--- config.mk ---
export PLATFORM = sky130hd
export DESIGN_NAME = ssu_queue
export DESIGN_NICKNAME = d
export VERILOG_FILES = /design/src/hdl/ssu_pkg.sv /design/src/hdl/ssu_queue.sv
export VERILOG_INCLUDE_DIRS = /design/src /design/src/hdl
export SDC_FILE = /design/constraint.sdc
export NUM_CORES = 1
export LEC_CHECK = 0
export ABC_AREA = 1
export BUFFER_PORTS_ARGS = -buffer_cell sky130_fd_sc_hd__buf_2
export CAP_MARGIN = 20
export CORE_ASPECT_RATIO = 1.1
export CORE_UTILIZATION = 51
export CTS_BUF_LIST = sky130_fd_sc_hd__clkbuf_8
export DETAILED_ROUTE_END_ITERATION = 10
export PLACE_DENSITY = 0.83
export REMOVE_ABC_BUFFERS = 1
export SLEW_MARGIN = 10
export SYNTH_ARGS = -nofsm -noshare
export SYNTH_HDL_FRONTEND = slang
export SYNTH_SLANG_ARGS = --single-unit
--- constraint.sdc ---
create_clock -name clk -period 2.7 [get_ports clk]
set_input_delay 0.135 -clock clk [delete_from_list [all_inputs] [get_ports clk]]
set_output_delay 0.135 -clock clk [all_outputs]
set_load 0.03 [all_outputs]
--- src/hdl/subset_sum_unique_solver_assert.svh ---
// ----------------------------------------------------------------------------
// Subset-sum solver assertion macros
// Shared assertion wrappers; clocked on clk, disabled while rst_n is low.
// ----------------------------------------------------------------------------
`ifndef SUBSET_SUM_UNIQUE_SOLVER_ASSERT_SVH
`define SUBSET_SUM_UNIQUE_SOLVER_ASSERT_SVH

// Same-cycle implication.
`define SSU_ASSERT_NOW(name, ante, cons, msg) \
    name: assert property (@(posedge clk) disable iff (!rst_n) (ante) |-> (cons)) \
        else $error(msg);

// Next-cycle implication.
`define SSU_ASSERT_NEXT(name, ante, cons, msg) \
    name: assert property (@(posedge clk) disable iff (!rst_n) (ante) |=> (cons)) \
        else $error(msg);

`endif

--- src/hdl/ssu_pkg.sv ---
// ----------------------------------------------------------------------------
// ssu_pkg
// Shared widths, codes and queue types of the subset-sum solver.
// ----------------------------------------------------------------------------
package ssu_pkg;

    localparam int WEIGHT_W    = 12;
    localparam int TARGET_W    = 12;
    localparam int NUM_W       = 7;   // item numbers and counts, up to 64
    localparam int STATUS_W    = 2;
    localparam int QUEUE_DEPTH = 2;

    // Status codes; also the saturated way-count values.
    localparam logic [STATUS_W-1:0] STATUS_NONE   = 2'd0;
    localparam logic [STATUS_W-1:0] STATUS_UNIQUE = 2'd1;
    localparam logic [STATUS_W-1:0] STATUS_MULTI  = 2'd2;

    typedef struct packed {
        logic [WEIGHT_W-1:0] weight;
        logic [NUM_W-1:0]    item_num;  // one-based row number when kept
        logic [NUM_W-1:0]    set_size;  // items stored so far, used on last
        logic                keep;
        logic                last;
    } q_entry_t;

    typedef struct packed {
        logic     valid;
        q_entry_t entry;
    } q_xfer_t;

endpackage

--- src/hdl/ssu_queue.sv ---
// ----------------------------------------------------------------------------
// ssu_queue
// Short queue between item intake and the row engine.
// ----------------------------------------------------------------------------
`include "subset_sum_unique_solver_assert.svh"

module ssu_queue (
    input  logic             clk,
    input  logic             rst_n,
    input  ssu_pkg::q_xfer_t push,
    output logic             full,
    output ssu_pkg::q_xfer_t pop,
    input  logic             pop_ready
);

    localparam int DEPTH = ssu_pkg::QUEUE_DEPTH;
    localparam int PW    = (DEPTH > 1) ? $clog2(DEPTH) : 1;
    localparam int CW    = $clog2(DEPTH + 1);

    ssu_pkg::q_entry_t slot_reg [0:DEPTH-1];
    logic [PW-1:0]     wr_ptr_reg;
    logic [PW-1:0]     wr_ptr_next;
    logic [PW-1:0]     rd_ptr_reg;
    logic [PW-1:0]     rd_ptr_next;
    logic [CW-1:0]     count_reg;
    logic [CW-1:0]     count_next;
    logic              do_push;
    logic              do_pop;

    assign full      = count_reg == CW'(DEPTH);
    assign pop.valid = count_reg != '0;
    assign pop.entry = slot_reg[rd_ptr_reg];
    assign do_push   = push.valid;
    assign do_pop    = pop.valid && pop_ready;

    always_comb
    begin
        wr_ptr_next = wr_ptr_reg;
        rd_ptr_next = rd_ptr_reg;
        count_next  = count_reg;
        if (do_push)
            wr_ptr_next = (wr_ptr_reg == PW'(DEPTH - 1)) ? '0 : wr_ptr_reg + PW'(1);
        if (do_pop)
            rd_ptr_next = (rd_ptr_reg == PW'(DEPTH - 1)) ? '0 : rd_ptr_reg + PW'(1);
        if (do_push && !do_pop)
            count_next = count_reg + CW'(1);
        else if (!do_push && do_pop)
            count_next = count_reg - CW'(1);
    end

    always_ff @(posedge clk or negedge rst_n)
    begin
        if (!rst_n)
        begin
            wr_ptr_reg <= '0;
            rd_ptr_reg <= '0;
            count_reg  <= '0;
        end
        else
        begin
            wr_ptr_reg <= wr_ptr_next;
            rd_ptr_reg <= rd_ptr_next;
            count_reg  <= count_next;
        end
    end

    always_ff @(posedge clk)
    begin
        if (do_push)
            slot_reg[wr_ptr_reg] <= push.entry;
    end

    `SSU_ASSERT_NOW(a_q_count_bound, 1'b1, count_reg <= CW'(DEPTH), "queue count over depth")
    `SSU_ASSERT_NOW(a_q_no_overflow, push.valid, !full, "push into full queue")
    `SSU_ASSERT_NEXT(a_q_push_visible, push.valid && (count_reg == '0), pop.valid,
        "pushed entry not visible")

endmodule

-- Word-level counts from Yosys, hierarchy flattened
Memory sizes are Yosys's and may differ from the RTL's.
Index checks and enable logic that the tools add are counted.
- memory bits (writable): 56
- register bits: 4
- memory bits (read-only): 0
- memories: 1
- bits in latches: 0
- logic and storage cells: 22
- divide/modulo/power cells: 0
- multiplexer cells: 6
- order comparisons: 0
- bitwise logic cells: 0
- add/sub/neg operators: 4
- shift operators: 0
- multipliers: 0
- equality and inequality tests: 1
- reduce and logical (&&, ||, !) cells: 7
- memories (name ; words ; bits a word ; read ports ; clocked after memory_dff ; write ports ; RTL line ; source):
    slot_reg ; 2 ; 28 ; 1 ; 0 ; 1 ; ssu_queue.sv:20 ; ssu_pkg::q_entry_t slot_reg [0:DEPTH-1];
- operators with widths (cell ; count):
    1-bit 2-to-1 mux ; 4
    2-bit 2-to-1 mux ; 2
    2-bit nonzero test ; 2
    1-bit logical AND ; 3
    1-bit adder (second input constant) ; 2
    2-bit by 1-bit adder with 2-bit output (second input constant) ; 1
    2-bit == test (second input constant) ; 1
    1-bit logical NOT ; 2
    2-bit by 1-bit subtractor with 2-bit output (second input constant) ; 1

-- Longest topological paths before layout
Gate-level depths: netlist of the first run.
- depth after elaboration: 5
- mapped depth: 9
- mapped depth without buffers: 9

-- Least setup slack after synthesis of the first run
OpenSTA, ideal clock, no wires.
- path type: reg2reg
- start: register wr_ptr_reg
- end: memory slot_reg[0][0] (netlist name) (enable)
- cell stages (with the launch flop): 2
- setup time: 413 ps
- setup slack: 687 ps
- buffers on the path: 0
- clock period less this slack: 2013 ps
- arrival: 1600 ps
- cells stage by stage: dfrtp_1 -> nor2_1
- RTL lines (what ; RTL line ; source):
    from (decl) ; ssu_queue.sv:21 ; logic [PW-1:0] wr_ptr_reg;
    from (signal assigned) ; ssu_queue.sv:61 ; wr_ptr_reg <= wr_ptr_next;
    to (decl) ; ssu_queue.sv:20 ;
Straight into the memory's write port.

==> flow_summary.yaml, run 1 <==
power:
  ir_worst_vdd_mv: 0.657
  power_leakage_nw: 1.38
  power_density_mw_per_mm2: 1080
routing:
  routedWlPerCell_microns: 11.8
  wl_microns: 3870
  avgViaCountPerCell: 4.63
  drcViolationCount: 0
  drt_iter0_drc: 64
  drtAntennaViolNets: 0
  firstDrtPassIters: 4
  vias: 1517
global_routing:
  grtUsageTotal_pct: 18.7
  grt_pass1_wl_microns: 6220
  grt_overflow_total: 0
  antenna_found_initial: 0
  grt_max_degree: 30
  grt_pass1_vias: 1473
timing:
  finalCritPeriodShare_pct: 61.2
  worst_slew_pin_slew_ps: 811
  fmax_mhz: 605
  grt_setup_unrepaired: "no"
  setup-tns-final_ps: 0
  hold_violations: 0
  maxSlewViolCount: 0
  finalSetupViolations: 0
  fin_skew_ps: 5.97
  relSlewSlack_pct: 45.8
  period_needed_ps: 1650
  fin_hold_ws_ps: 11.1
floorplan:
  start_util_pct: 52.7
  rows: 25
  die_y_microns: 71.8
  io_pins: 62
  core-area_sq_mm: 0.00429
  dieArea_sq_mm: 0.00470
  die_w_microns: 65.5
setup_path:
  cp.arrival_ps: 1520
  cpMostUsedCell: "nand2_1"
  worstPathMaxFanout: 29
  regToRegSetupSlack_ps: 1170
  cp-start-kind: "flop"
  timing.rr.start: "wr_ptr_reg"
  path_cells: "inv_2, nand2_1, nand2_1, buf_2"
  slowest_delay_ps: 390
  crit_path_end: "pop[3]"
  required_ps: 2570
  r2r_cells: 3
  startpoint: "rd_ptr_reg"
  worstSetupPathType: "flop to output port"
  crit_path_top_delay_cell: "dfrtp_1"
  rr_endpoint: "slot_reg[1][19]"
  end_kind: "output port"
clocking:
  cts-root-buf: "clkbuf_8"
  insertion_delay_ps: 320
  postCtsSetupBuffers: 0
  clock-sinks: 60
  cts-hold-fix-buffers: 27
  cts_tree: "built"
  post_cts_resize_count: 0
  cts_buffers: 9
  cts_htree_levels: 3
  clk_path_buf_depth: 2
  clkTransAtPathRegs_ps: 60
yosys:
  syn_area_sq_mm: 0.00226
  yosys.cell_types.count: 14
  synth_commonest_cells: "nand2_1, edfxtp_1, inv_1, dfrtp_1"
  avgSynthCellArea_sq_um: 13.0
  synthCells: 174
  yosysTopAreaCellShare_pct: 74.5
  seq_area_frac_synth_pct: 78.9
  yosys.area.top_type: "edfxtp_1"
  synth_edf_count: 56
  yosysMostFrequentCell: "nand2_1"
  synth-main-ff-cell: "edfxtp_1"
  synth.area.top_cells: "edfxtp_1, nand2_1, dfrtp_1"
  async_flop_share_pct: 6.67
  ys_seq_elements: 60
  yosys_warnings: 0
hold_path:
  hp-class: "input pin to flop"
job:
  maxCapViolations: 0
final_layout:
  syn_to_final_growth_pct: 35.7
  fin_nets: 302
  antennaDiodeCount: 0
  design_area_sq_mm: 0.00306
  largest_reg_flops: 56
  drive_gt1_share_pct: 28.1
placement:
  gp_congestion: 0.559
  io_buffers: 61
  dp.final_hpwl_microns: 2430
  place_area_sq_mm: 0.00261
status:
  status: "complete, no violations"
==> worst min path at each step <==
stage	end	cells after the start	from
3_3_place_gp	count_reg[0]	1	rst_n
4_1_cts	slot_reg[1][6]	1	push[6]
2_1_floorplan	count_reg[0]	0	rst_n
3_5_place_dp	count_reg[0]	1	rst_n
5_1_grt	slot_reg[1][6]	1	push[6]
6_report	slot_reg[0][2]	1	push[2]
==> layout make-up <==
class                      instances  area [sq um]
fill                             296          1220
timing repair buffer              90           591
tap                               54          67.6
sequential                        60          1780
multi-input combinational        101           410
clock inverter                     6          50.0
clock buffer                      10           138
inverter                           7          26.3
==> metrics by stage <==
step	setup slack, ps	cells	power [mW]	util (%)
2_1_floorplan	687	168	2.19	-
3_3_place_gp	1190	285	2.55	60.8
3_5_place_dp	1160	285	2.58	60.8
4_1_cts	1000	328	3.36	71.5
5_1_grt	931	328	3.51	71.5
6_report	1050	328	3.32	71.5
==> worst max-delay path: cells and delay by family, from the launching register on <==
kind                   cells  cell delay, ps
buffers and inverters      2             580
and+or+nand+nor            2             220
DFF                        1             390
==> where the power goes <==
part	internal [mW]	switching, mW	leakage, nW
Clock	0.436	0.305	0.107
Sequential	1.24	0.0629	0.573
Combinational	0.339	0.936	0.700
Total	2.02	1.30	1.38
==> placed cells by master (no fill, tap or decap) <==
cell type      instances
nor2_1                 1
inv_1                  9
bufinv_16              1
nand3_1                2
clkinv_2               1
xor2_1                 1
nand4_1                1
buf_4                  2
xnor2_1                1
inv_2                  1
dfrtp_1                4
clkbuf_8              10
nand2_1               93
buf_2                 61
clkinv_1               1
ha_1                   1
dlygate4sd3_1         27
nor2_4                 1
edfxtp_1              56
==> layer usage <==
| metal | GRT usage, % | routed length, microns | vias up |
|---|---|---|---|
| li1 | - | - | 769 |
| met1 | 20.6 | 1580 | 694 |
| met2 | 31.3 | 2000 | 45 |
| met3 | 4.14 | 206 | 9 |
| met4 | 14.0 | 87 | 0 |
| met5 | 0 | 0 | - |
==> logic make-up (layout without fill, tap and decap cells) <==
kind of cell,count (synthesis),in the layout,synth area share (%)
xor gates and xnor gates,2,2,0.776
adders and majority gates,1,1,0.554
buffers and inverters,13,113,3.27
DFF,60,60,78.9
and+or+nand+nor,98,98,16.5
Note: power is estimated with default switching activity, not from simulation.
==> run 2: changes to the inputs <==
==> constraint.sdc (replaced) <==
create_clock -name clk -period 1.6 [get_ports clk]
set_input_delay 0.08 -clock clk [delete_from_list [all_inputs] [get_ports clk]]
set_output_delay 0.08 -clock clk [all_outputs]
set_load 0.03 [all_outputs]
==> run 2 against run 1 <==
Against the previous run: sequential power rose by 69%; critical endpoint is now pop[26]; utilization is 0.47 points higher; clock power is 39% higher; wire length increased by 3.8%; die area is the same; register-to-register slack got worse by 970 ps; flip-flop and latch count unchanged; power is 64% higher; non-clock buffer count up 6; worst setup slack lost 940 ps; clock-buffer cell count decreased by 1.
==> flow_summary.yaml, run 2 (synthesized netlist as in run 1, its figures left out) <==
timing:
  hold_violations: 0
  maxSlewViolCount: 0
  finalSetupViolations: 0
  fmax_mhz: 668
  period_needed_ps: 1500
  finalCritPeriodShare_pct: 93.5
  worst_slew_pin_slew_ps: 322
  relSlewSlack_pct: 78.5
  fin_skew_ps: 4.33
  grt_setup_unrepaired: "no"
global_routing:
  antenna_found_initial: 0
  grt_max_degree: 30
  grt_pass1_vias: 1505
  grt_pass1_wl_microns: 6330
  met3_usage_pct: 5.57
  busiest_layer: "met2"
  grt_overflow_total: 0
  grtUsageTotal_pct: 18.8
  met2_usage_pct: 34.2
  use_met1_pct: 19.8
placement:
  io_buffers: 61
  dp.final_hpwl_microns: 2410
  gp_congestion: 0.628
  place_area_sq_mm: 0.00263
setup_path:
  required_ps: 1520
  startpoint: "rd_ptr_reg"
  timing.rr.start: "count_reg[0]"
  cp-start-kind: "flop"
  regToRegSetupSlack_ps: 200
  cp.arrival_ps: 1420
  worstPathMaxFanout: 29
  worstSetupPathType: "flop to output port"
  end_kind: "output port"
final_layout:
  fin_util_pct: 72.0
  drive_gt1_share_pct: 28.2
  final_cell_mix: "nand2_1, buf_2, edfxtp_1"
  largest_reg_flops: 56
  nFillCells: 316
  final_common_cell: "nand2_1"
  syn_to_final_growth_pct: 36.6
  fin_nets: 308
  design_area_sq_mm: 0.00308
  antennaDiodeCount: 0
routing:
  avgViaCountPerCell: 4.62
  vias: 1542
  routedWlPerCell_microns: 12.0
  wl_microns: 4020
  firstDrtPassIters: 4
  drt_iter0_drc: 82
  drtAntennaViolNets: 0
  drcViolationCount: 0
clocking:
  clkTransAtPathRegs_ps: 60
  insertion_delay_ps: 320
  cts_htree_levels: 3
  cts_tree: "built"
  clk_path_buf_depth: 2
  cts-root-buf: "clkbuf_8"
  clock-sinks: 60
  postCtsSetupBuffers: 0
  cts_buffers: 9
hold_path:
  hold_start: "pop_ready"
  hp-class: "input pin to flop"
floorplan:
  rows: 25
  core-area_sq_mm: 0.00429
  dieArea_sq_mm: 0.00470
  io_pins: 62
  start_util_pct: 52.7
  die_y_microns: 71.8
  die_w_microns: 65.5
status:
  status: "complete, no violations"
power:
  power_leakage_nw: 1.40
  power_density_mw_per_mm2: 1760
  ir_worst_vdd_mv: 1.20
job:
  maxCapViolations: 0
-- run 2: layout make-up --
cell class / count / area [sq um] / share of cell area, %
sequential: 60 / 1780 / 57.8
clock inverter: 7 / 28.8 / 0.933
clock buffer: 9 / 124 / 4.02
multi-input combinational: 101 / 410 / 13.3
inverter: 7 / 28.8 / 0.933
tap: 54 / 67.6 / 2.19
timing repair buffer: 96 / 643 / 20.9
-- run 2: worst paths after layout --
kind                                end  depth (start not counted)
setup / recovery                pop[26]                          4
hold / removal               rd_ptr_reg                          3
setup reg to reg           count_reg[1]                          8
hold reg to reg            count_reg[1]                          2
max in group asynchronous    rd_ptr_reg                          2
min in group asynchronous    wr_ptr_reg                          2
-- run 2: routing by layer --
metal	part of all wire, %	up-vias	routed length, microns
li1	-	778	-
met1	40	713	1610
met2	54	46	2170
met3	5.0	5	200
met4	0.94	0	38
met5	0	-	0
-- run 2: critical path: stages (launching register included) --
cell and delay [ps]:
dfrtp_1 390, buf_4 330, nand2_1 110, nand2_1 80
buf_2 190
-- run 2: power breakdown --
group / internal [mW] / switching, mW / leakage [nW]
Sequential: 2.09 / 0.115 / 0.573
Clock: 0.527 / 0.504 / 0.0954
Combinational: 0.604 / 1.60 / 0.728
Total: 3.23 / 2.22 / 1.40
-- run 2: stage by stage --
stage                     hold slack (ps)  worst slack (ps)  cells  TNS (ps)  power [mW]
after global placement               -110               375    288         0        4.33
after detailed placement             -105               266    288         0        4.38
after global routing                 35.7              23.8    334         0        5.74
final                                41.7               104    334         0        5.44
after CTS                            37.5              30.1    334         0        5.47
after floorplan                      -216              -413    168    -11560        3.69
-- run 2: timing repair --
action / in CTS / in global routing
hold buffers: 30 / 0
gates resized for setup: 0 / 2
endpoints found under the setup margin: 0 / 21
hold endpoints to repair: 61 / 0
