<file path="src/hdl/subset_sum_unique_solver_assert.svh">
// ----------------------------------------------------------------------------
// Subset-sum solver assertion macros
// Shared assertion wrappers; clocked on clk, disabled while rst_n is low.
// ----------------------------------------------------------------------------
`ifndef SUBSET_SUM_UNIQUE_SOLVER_ASSERT_SVH
`define SUBSET_SUM_UNIQUE_SOLVER_ASSERT_SVH

// Same-cycle implication.
`define SSU_ASSERT_NOW(name, ante, cons, msg) \
    name: assert property (@(posedge clk) disable iff (!rst_n) (ante) |-> (cons)) \
        else $error(msg);

// Next-cycle implication.
`define SSU_ASSERT_NEXT(name, ante, cons, msg) \
    name: assert property (@(posedge clk) disable iff (!rst_n) (ante) |=> (cons)) \
        else $error(msg);

`endif

</file>
<file path="src/hdl/ssu_pkg.sv">
// ----------------------------------------------------------------------------
// ssu_pkg
// Shared widths, codes and queue types of the subset-sum solver.
// ----------------------------------------------------------------------------
package ssu_pkg;

    localparam int WEIGHT_W    = 12;
    localparam int TARGET_W    = 12;
    localparam int NUM_W       = 7;   // item numbers and counts, up to 64
    localparam int STATUS_W    = 2;
    localparam int QUEUE_DEPTH = 2;

    // Status codes; also the saturated way-count values.
    localparam logic [STATUS_W-1:0] STATUS_NONE   = 2'd0;
    localparam logic [STATUS_W-1:0] STATUS_UNIQUE = 2'd1;
    localparam logic [STATUS_W-1:0] STATUS_MULTI  = 2'd2;

    typedef struct packed {
        logic [WEIGHT_W-1:0] weight;
        logic [NUM_W-1:0]    item_num;  // one-based row number when kept
        logic [NUM_W-1:0]    set_size;  // items stored so far, used on last
        logic                keep;
        logic                last;
    } q_entry_t;

    typedef struct packed {
        logic     valid;
        q_entry_t entry;
    } q_xfer_t;

endpackage

</file>
<file path="src/hdl/ssu_front.sv">
// ----------------------------------------------------------------------------
// ssu_front
// Accepts items, numbers them and flags those beyond the row capacity.
// ----------------------------------------------------------------------------
module ssu_front #(
    parameter int MAX_ITEMS = 64
) (
    input  logic                          clk,
    input  logic                          rst_n,
    input  logic                          start,
    input  logic [ssu_pkg::WEIGHT_W-1:0]  item_weight,
    input  logic                          last_item,
    input  logic                          q_full,
    output ssu_pkg::q_xfer_t              push
);

    logic [ssu_pkg::NUM_W-1:0] count_reg;
    logic [ssu_pkg::NUM_W-1:0] count_next;
    logic [ssu_pkg::NUM_W-1:0] count_inc;
    logic                      accept;
    logic                      keep;

    assign accept    = start && !q_full;
    assign keep      = count_reg < ssu_pkg::NUM_W'(MAX_ITEMS);
    assign count_inc = count_reg + ssu_pkg::NUM_W'(1);

    always_comb
    begin
        count_next = count_reg;
        if (accept)
        begin
            if (last_item)
                count_next = '0;
            else if (keep)
                count_next = count_inc;
        end
    end

    always_comb
    begin
        push.valid          = accept;
        push.entry.weight   = item_weight;
        push.entry.item_num = count_inc;
        push.entry.set_size = keep ? count_inc : count_reg;
        push.entry.keep     = keep;
        push.entry.last     = last_item;
    end

    always_ff @(posedge clk or negedge rst_n)
    begin
        if (!rst_n)
            count_reg <= '0;
        else
            count_reg <= count_next;
    end

endmodule

</file>
<file path="config.mk">
export PLATFORM = sky130hd
export DESIGN_NAME = ssu_front
export DESIGN_NICKNAME = d
export VERILOG_FILES = /design/src/hdl/subset_sum_unique_solver_assert.svh /design/src/hdl/ssu_pkg.sv /design/src/hdl/ssu_front.sv
export SDC_FILE = /design/constraint.sdc
export NUM_CORES = 1
export LEC_CHECK = 0
export BUFFER_PORTS_ARGS = -buffer_cell sky130_fd_sc_hd__buf_2
export CAP_MARGIN = 30
export CORE_MARGIN = 2
export CORE_UTILIZATION = 41
export CTS_BUF_LIST = sky130_fd_sc_hd__clkbuf_8
export DETAILED_ROUTE_END_ITERATION = 10
export PLACE_DENSITY = 0.83
export SLEW_MARGIN = 20
export SYNTH_ARGS = -nofsm -noshare
export SYNTH_HDL_FRONTEND = slang
export SYNTH_SLANG_ARGS = --single-unit
</file>
<file path="constraint.sdc">
create_clock -name clk -period 1.8 [get_ports clk]
set_clock_uncertainty 0.1 [all_clocks]
set_input_delay 0.09 -clock clk [delete_from_list [all_inputs] [get_ports clk]]
set_output_delay 0.09 -clock clk [all_outputs]
set_load 0.01 [all_outputs]
</file>
**Yosys cells after proc, flatten, opt, wreduce, memory -nomap -nowiden**

Index checks and enable logic that the tools add are counted.

- Output and inout port bits: 29
- Bits of input ports: 17
- Flip-flop bits (word level): 7

- Order comparisons: 1
- Reductions and logical operators: 2
- $add $sub $neg: 1
- Multiplexer cells: 2

Operators by type and width:

| kind | count |
|---|---|
| 2-to-1 mux 7 bit | 2 |
| adder 7 x 1 -> 7 bit (second input constant) | 1 |
| < comparator 7 bit (second input constant) | 1 |
| logical AND 1 bit | 1 |
| logical NOT 1 bit | 1 |

**Longest topological paths before layout**

Gate-level depths: netlist of the first run.

- Depth in word-level cells: 3
- Depth in mapped cells: 5

**Worst setup path before layout of the first run**

No wires, ideal clock.

- Path type: register to register
- Start point: reg count_reg[0] (netlist bit)
- End point: reg count_reg[6] (netlist bit)
- Period minus slack after synthesis: 1.648 ns
- Setup slack: 0.152 ns
- Path buffers: 0
- Library setup time: 0.095 ns
- Cell stages (with the launch flop): 6
- Arrival: 1.452 ns
- Cell sequence: dfrtp_1 ha_1 nand3_1 or2_2 ha_1 o31ai_1

- Cells in the longest elaborated chain, start to end: 3

Ends and longest elaborated chain:

| element | RTL line | source |
|---|---|---|
| start: declaration | ssu_front.sv:17 | `logic [ssu_pkg::NUM_W-1:0] count_reg;` |
| start signal: assignment | ssu_front.sv:54 | `count_reg <= count_next;` |
| adder 7 x 1 -> 7 bit / < comparator 7 bit (equally long branches) | ssu_front.sv:25, ssu_front.sv:24 |  |
| 2-to-1 mux 7 bit * | ssu_front.sv:34 | `else if (keep)` |
| 2-to-1 mux 7 bit * | ssu_front.sv:32 | `if (last_item)` |

Mark *: on every way between the ends. The rest lies on a longest branch, timed or not.
A chain may end at the register's enable or synchronous reset.

==> results of run 1 <==
-- critical path, cell delays in order, from the launching register on --
cell     delay (ns)
dfrtp_1        0.35
ha_2           0.20
nand3_2        0.10
or2_4          0.26
ha_1           0.26
buf_2          0.14
-- power breakdown --
part           leakage (nW)  internal [mW]  switching [mW]
Clock                0.0269          0.147          0.0672
Combinational         0.294          0.107           0.110
Sequential           0.0868          0.179          0.0264
Total                 0.407          0.433           0.204
-- through the flow --
stage                     cell area [sq um]  hold slack (ns)  utilization, %
after floorplan                       640.6          -0.3056               -
after global placement                651.9          -0.1673           43.78
after detailed placement              651.9          -0.1614           43.78
after CTS                             718.2          0.07823           48.24
after global routing                  734.5          0.08002           49.33
final                                 734.5          0.08000           49.33
-- per-layer routing --
layer	share of wire, %	up-vias
met5	0	-
li1	-	247
met1	39	226
met3	9.9	2
met2	50	22
met4	0.32	0
-- synth_stat cells --
| cell | n |
|---|---|
| a21o_1 | 1 |
| mux2_2 | 1 |
| and3b_2 | 1 |
| a22o_1 | 2 |
| xor2_1 | 2 |
| or4_1 | 1 |
| o311ai_1 | 1 |
| nand2_1 | 6 |
| inv_1 | 5 |
| nor3b_4 | 1 |
| ha_1 | 2 |
| or2_2 | 1 |
| nand3_1 | 3 |
| clkbuf_1 | 1 |
| dfrtp_1 | 7 |
| xnor2_1 | 7 |
| nand4b_4 | 1 |
| nand3b_1 | 1 |
| and4b_1 | 1 |
| or4b_1 | 1 |
| nor2_1 | 2 |
| buf_4 | 16 |
| o21ai_0 | 2 |
| o31ai_1 | 1 |
| nand2b_1 | 2 |
| buf_2 | 1 |
-- kinds of logic (layout without fill, tap and decap cells) --
kind of cell | count (synthesis) | count (layout)
buffers and inverters | 23 | 35
and+or+nand+nor | 21 | 21
xor gates and xnor gates | 9 | 9
AOI/OAI and AO/OA | 7 | 7
DFF | 7 | 7
adders and majority gates | 2 | 2
muxes | 1 | 1
-- final cells by class --
class                      count  area [sq um]
multi-input combinational     40         327.8
clock inverter                 1         3.754
fill                         137         754.5
clock buffer                   3         41.29
inverter                       5         18.77
timing repair buffer          26         145.1
tap                           16         20.02
sequential                     7         177.7
-- worst paths after layout --
| check | startpoint | endpoint | cells after the start |
|---|---|---|---|
| max in group asynchronous | rst_n | count_reg[2] | 2 |
| setup reg to reg | count_reg[1] | count_reg[6] | 5 |
| min in group asynchronous | rst_n | count_reg[5] | 2 |
| hold reg to reg | count_reg[5] | count_reg[5] | 2 |
| setup / recovery | count_reg[1] | push[15] | 5 |
| hold / removal | item_weight[0] | push[16] | 0 |
-- what timing repair did --
action	in CTS	in global routing
hold endpoints to repair	7	0
pin swaps	1	1
hold buffers	1	0
buffers inserted	1	1
gates resized for setup	2	3
setup endpoints to repair	2	2
==> impl_table.tex, run 1 <==
\begin{tabular}{lr}
\hline
Metric & Value \\
\hline
\multicolumn{2}{l}{\textbf{Detailed routing}} \\
\quad Vias after detailed routing & 497 \\
\quad Detailed Route WL & 1263 microns \\
\quad DRT Pass-1 Iters & 5 \\
\quad DRC & 0 \\
\quad Post-DR vias/cell & 5.071 \\
\quad Wire length per cell & 12.89 microns \\
\quad DRT iter0 DRCs & 6 \\
\quad Residual antenna-violating net count after detailed routing & 0 \\
\multicolumn{2}{l}{\textbf{Timing}} \\
\quad Max\_slew headroom & 80.88\% \\
\quad Minimum period implied by the final worst setup slack & 1.708 ns \\
\quad Post-route worst setup slack & 0.09214 ns \\
\quad Setup-violating endpoint count in the final report & 0 \\
\quad Pin slew with the least headroom to its limit & 0.2868 ns \\
\quad Final clock period utilization by the worst path & 94.88\% \\
\quad Setup TNS Final & 0 ns \\
\quad Max-slew violation count & 0 \\
\quad RSZ-0062 raised after global routing & false \\
\quad Top achievable clock speed & 585.5 MHz \\
\quad Number of failing hold endpoints at the final stage & 0 \\
\multicolumn{2}{l}{\textbf{Layout}} \\
\quad Final std cells w/o fill & 98 \\
\quad P\&R area growth vs syn & 14.65\% \\
\quad ANT cells & 0 \\
\quad Highest-count cells in the layout ignoring fill and taps & buf\_2, xnor2\_1, inv\_1, nand2\_1, dfrtp\_1 \\
\quad Share of layout cells above drive strength 1 & 45.12\% \\
\quad Most common cell after layout, fill and taps aside & buf\_2 \\
\quad Number of nets at the end of the flow & 102 \\
\quad Flip-flop count of the largest register after layout & 7 \\
\multicolumn{2}{l}{\textbf{Synth}} \\
\quad Gate count of the mapped netlist & 70 \\
\quad Mean cell area of the mapped netlist & 9.152 sq um \\
\quad Synthesized cell area & 640.6 sq um \\
\quad Post-synthesis share of cell area spent on and, or, nand and nor gates & 23.63\% \\
\quad Net count after synthesis & 89 \\
\quad Yosys Warn Count & 0 \\
\quad Mux contribution to synthesized area & 1.758\% \\
\quad Library cells used by synthesis & 26 \\
\quad Largest cells by area after synthesis & dfrtp\_1, buf\_4, xnor2\_1, ha\_1, nand4b\_4 \\
\quad Largest area contributor in the netlist & dfrtp\_1 \\
\quad Area share of the leading cell type in the synthesized netlist & 27.34\% \\
\quad Adder-Cell Fraction of Synth Area & 3.906\% \\
\quad Seq/Total Area, Yosys & 27.34\% \\
\quad Compound-gate portion of the synthesized area & 8.008\% \\
\quad XOR/XNOR share of the synthesized area & 12.30\% \\
\quad Count of state elements after synthesis & 7 \\
\quad Combinational family with the most area after synthesis & simple AND/OR/NAND/NOR gates \\
\multicolumn{2}{l}{\textbf{Floorplanning}} \\
\quad Number of rows in the core area & 14 \\
\quad Width of the chip & 43.53 microns \\
\quad Area of the core & 1489 sq um \\
\quad Die Footprint & 1895 sq um \\
\quad Die boundary height & 43.53 microns \\
\quad Top-level port count & 46 \\
\quad Starting density of the core & 43.03\% \\
\multicolumn{2}{l}{\textbf{Placed design}} \\
\quad Port Buffers & 21 \\
\quad Routability congestion estimate & 0.7573 \\
\quad Final HPWL from detailed placement & 1012 microns \\
\quad Placed cells & 91 \\
\quad Worst setup slack before clock tree synthesis & 0.1443 ns \\
\multicolumn{2}{l}{\textbf{Global routing}} \\
\quad Combined global-route utilization of all metal layers & 13.33\% \\
\quad Met1 usage in global routing & 16.75\% \\
\quad Wire length of the first global-routing pass & 1959 microns \\
\quad Largest net degree at the start of global routing & 9 \\
\quad Met2 track demand over resource in global routing & 22.99\% \\
\quad Number of global-route vias before repair & 460 \\
\quad GR Overflow Total & 0 \\
\quad Met3 track demand over resource & 2.083\% \\
\quad GRT Max-Usage Layer & met2 \\
\quad Antenna violations before repair & 0 \\
\multicolumn{2}{l}{\textbf{Clock tree}} \\
\quad Clock buffer depth & 2 \\
\quad Maximum level of the CTS H-tree & 1 \\
\quad Clock network latency to the later pin of the worst-skew pair & 0.22 ns \\
\quad Clock tree from TritonCTS & yes \\
\quad Clock-pin slew on the worst setup and hold paths & 0.04 ns \\
\quad Root Buffer & clkbuf\_8 \\
\quad Total number of clock tree sinks & 7 \\
\quad TritonCTS Buffers & 3 \\
\multicolumn{2}{l}{\textbf{Min path}} \\
\quad Worst hold path class & in -> out \\
\multicolumn{2}{l}{\textbf{Power}} \\
\quad Static Leakage & 0.4074 nW \\
\quad Power per standard cell area & 866.1 nW/um\^{}2 \\
\quad Worst vdd rail ir drop & 0.5269 mV \\
\quad Design Power & 636.1 uW \\
\multicolumn{2}{l}{\textbf{Run}} \\
\quad Max capacitance violation total & 0 \\
\multicolumn{2}{l}{\textbf{Worst setup path}} \\
\quad Critical setup path kind & reg -> out \\
\quad Minimum setup slack among reg-to-reg paths & 0.27 ns \\
\quad Highest fanout seen on the critical path & 2 \\
\quad Req. time, crit path & 1.61 ns \\
\quad Crit path capture type & output port \\
\quad Arrival time reported for the critical path endpoint & 1.52 ns \\
\quad Category of the worst setup path launch point & flip-flop \\
\multicolumn{2}{l}{\textbf{Run status}} \\
\quad Result of the run & finished, final reports clean \\
\hline
\end{tabular}
(Power assumes the default switching activity.)
==> inputs of run 2 (changes only) <==
Settings changed: CELL_PAD_IN_SITES_DETAIL_PLACEMENT set to 1, CELL_PAD_IN_SITES_GLOBAL_PLACEMENT set to 2, CORE_ASPECT_RATIO set to 1.5, CORE_UTILIZATION 41 to 21, PLACE_DENSITY 0.83 to 0.81.
==> run 2 against run 1 <==
Worst hold slack got worse by 0.0041 ns. Combinational power increased by 4%. Clock-buffer cell count unchanged. Non-clock buffer count unchanged. Sequential share of layout area decreased by 1.2 points. First-iteration DRC count decreased by 67%. Cell count increased by 23%. Clock power about the same. Setup slack got worse by 0.018 ns. Wire length increased by 17%. Global-route usage decreased by 3.9 points. Critical endpoint unchanged.
==> impl_table.tex, run 2 (same netlist as run 1, synthesis figures left out) <==
\begin{tabular}{lr}
\hline
Metric & Value \\
\hline
\multicolumn{2}{l}{\textbf{Placed design}} \\
\quad Routability congestion estimate & 0.7191 (-5.0\%) \\
\quad Final HPWL from detailed placement & 1192 microns (+18\%) \\
\quad Total placed instance area & 680.7 sq um (+4.4\%) \\
\quad Port Buffers & 21 (unchanged) \\
\quad Worst setup slack before clock tree synthesis & 0.1498 ns (+0.005473 ns) \\
\multicolumn{2}{l}{\textbf{Power}} \\
\quad Power per standard cell area & 843.1 nW/um\^{}2 (-2.7\%) \\
\quad Worst vdd rail ir drop & 0.4445 mV (-16\%) \\
\quad Design Power & 651.9 uW (+2.5\%) \\
\quad Static Leakage & 0.4084 nW (+0.25\%) \\
\multicolumn{2}{l}{\textbf{Worst setup path}} \\
\quad Req. time, crit path & 1.61 ns (about the same) \\
\quad Crit path buffers/inverters & 1 (unchanged) \\
\quad Arrival time reported for the critical path endpoint & 1.54 ns (+0.02 ns) \\
\quad Highest fanout seen on the critical path & 2 (unchanged) \\
\quad Peak per-stage delay on the critical path & 0.40 ns (+0.05 ns) \\
\quad Slowest CP cell & dfrtp\_1 \\
\quad Category of the worst setup path launch point & flip-flop \\
\quad Critical setup path kind & reg -> out \\
\quad Cell-by-cell listing of the critical path & ha\_4, nand3\_2, or2\_4, ha\_1, buf\_2 \\
\quad Delay-heaviest family, CP & adder cells \\
\quad Crit path capture type & output port \\
\multicolumn{2}{l}{\textbf{Global routing}} \\
\quad GR Overflow Total & 0 (unchanged) \\
\quad Combined global-route utilization of all metal layers & 9.379\% (-3.9 points) \\
\quad Number of global-route vias before repair & 537 (+17\%) \\
\quad Wire length of the first global-routing pass & 2470 microns (+26\%) \\
\quad Largest net degree at the start of global routing & 9 (unchanged) \\
\quad Antenna violations before repair & 0 (unchanged) \\
\multicolumn{2}{l}{\textbf{Floorplanning}} \\
\quad Die boundary height & 71.65 microns (+65\%) \\
\quad Top-level port count & 46 (unchanged) \\
\quad Die Footprint & 3517 sq um (+86\%) \\
\quad Number of rows in the core area & 24 (+10) \\
\quad Area of the core & 2913 sq um (+96\%) \\
\quad Starting density of the core & 21.99\% (-21 points) \\
\quad Width of the chip & 49.10 microns (+13\%) \\
\multicolumn{2}{l}{\textbf{Detailed routing}} \\
\quad DRT iter0 DRCs & 2 (-4) \\
\quad DRC & 0 (unchanged) \\
\quad Post-DR vias/cell & 4.099 (-19\%) \\
\quad Vias after detailed routing & 496 (-0.20\%) \\
\quad Wire length per cell & 12.17 microns (-5.5\%) \\
\quad Residual antenna-violating net count after detailed routing & 0 (unchanged) \\
\quad DRT Pass-1 Iters & 3 (-2) \\
\quad Detailed Route WL & 1473 microns (+17\%) \\
\multicolumn{2}{l}{\textbf{Clock tree}} \\
\quad Clock tree from TritonCTS & yes \\
\quad Maximum level of the CTS H-tree & 1 (unchanged) \\
\quad Clock-pin slew on the worst setup and hold paths & 0.04 ns (about the same) \\
\quad Total number of clock tree sinks & 7 (unchanged) \\
\quad Clock network latency to the later pin of the worst-skew pair & 0.23 ns (about the same) \\
\quad Clock buffer depth & 2 (unchanged) \\
\quad TritonCTS Buffers & 3 (unchanged) \\
\quad Root Buffer & clkbuf\_8 \\
\multicolumn{2}{l}{\textbf{Timing}} \\
\quad Setup-violating endpoint count in the final report & 0 (unchanged) \\
\quad Number of failing hold endpoints at the final stage & 0 (unchanged) \\
\quad Max-slew violation count & 0 (unchanged) \\
\quad Top achievable clock speed & 579.4 MHz (-1.1\%) \\
\quad Post-route worst setup slack & 0.07395 ns (-0.01819 ns) \\
\quad Pin slew with the least headroom to its limit & 0.3036 ns (+0.01684 ns) \\
\quad Final clock period utilization by the worst path & 95.89\% (+1.0 points) \\
\quad Minimum period implied by the final worst setup slack & 1.726 ns (+0.01819 ns) \\
\quad RSZ-0062 raised after global routing & false \\
\quad Max\_slew headroom & 79.76\% (-1.1 points) \\
\quad Setup TNS Final & 0 ns (unchanged) \\
\multicolumn{2}{l}{\textbf{Layout}} \\
\quad Final instance area & 773.2 sq um (+5.3\%) \\
\quad Filler Cells Inserted & 369 (+170\%) \\
\quad Share of layout cells above drive strength 1 & 45.12\% (unchanged) \\
\quad P\&R area growth vs syn & 20.70\% \\
\quad Number of nets at the end of the flow & 102 (unchanged) \\
\quad Most common cell after layout, fill and taps aside & buf\_2 \\
\quad Flip-flop count of the largest register after layout & 7 (unchanged) \\
\quad Highest-count cells in the layout ignoring fill and taps & buf\_2, xnor2\_1, inv\_1, nand2\_1, dfrtp\_1 \\
\quad ANT cells & 0 (unchanged) \\
\multicolumn{2}{l}{\textbf{Min path}} \\
\quad Worst hold path class & in -> reg \\
\multicolumn{2}{l}{\textbf{Run}} \\
\quad Max capacitance violation total & 0 (unchanged) \\
\multicolumn{2}{l}{\textbf{Run status}} \\
\quad Result of the run & finished, final reports clean \\
\hline
\end{tabular}
## run 2: timing repair
action / CTS / global route
hold endpoints to repair: 7 / 0
pin swaps: 1 / 0
setup endpoints to repair: 2 / 1
gates resized for setup: 4 / 2
setup buffers: 1 / 1
hold buffers: 1 / 0
## run 2: through the flow
stage / util, % / std cells / hold WS, ns
floorplan: - / 70 / -0.3056
global placement: 23.37 / 114 / -0.1659
detailed placement: 23.37 / 114 / -0.1571
CTS: 26.07 / 120 / 0.07139
global route: 26.55 / 121 / 0.08002
finish: 26.55 / 121 / 0.07586
## run 2: layout make-up
class	instances	area (sq um)	share of cell area, %
multi-input combinational	40	337.8	43.69
tap	39	48.80	6.311
inverter	5	18.77	2.427
timing repair buffer	26	145.1	18.77
clock buffer	3	41.29	5.340
sequential	7	177.7	22.98
clock inverter	1	3.754	0.4854
## run 2: path summary, 6_finish.rpt
| check | startpoint | end | slack [ns] | cells past startpoint |
|---|---|---|---|---|
| worst min-delay path | last_item | count_reg[6] | 0.08 | 2 |
| min in group asynchronous | rst_n | count_reg[1] | 0.14 | 2 |
| worst max register to register | count_reg[1] | count_reg[5] | 0.23 | 5 |
| worst max-delay path | count_reg[1] | push[15] | 0.07 | 5 |
| worst min register to register | count_reg[5] | count_reg[5] | 0.47 | 2 |
| max in group asynchronous | rst_n | count_reg[3] | 1.27 | 2 |
## run 2: layer usage
| layer | global-route usage [%] | part of all wire [%] |
|---|---|---|
| met5 | 0 | 0 |
| met4 | 6.032 | 0.54 |
| met3 | 2.500 | 5.7 |
| met2 | 16.22 | 54 |
| met1 | 9.923 | 40 |
## run 2: where the power goes
| group | switching [mW] | total [mW] | leakage (nW) | internal (mW) |
|---|---|---|---|---|
| sequential | 0.0303 | 0.209 | 0.0868 | 0.179 |
| clock | 0.0705 | 0.218 | 0.0269 | 0.148 |
| combinational | 0.114 | 0.225 | 0.295 | 0.111 |
| total | 0.214 | 0.652 | 0.408 | 0.438 |
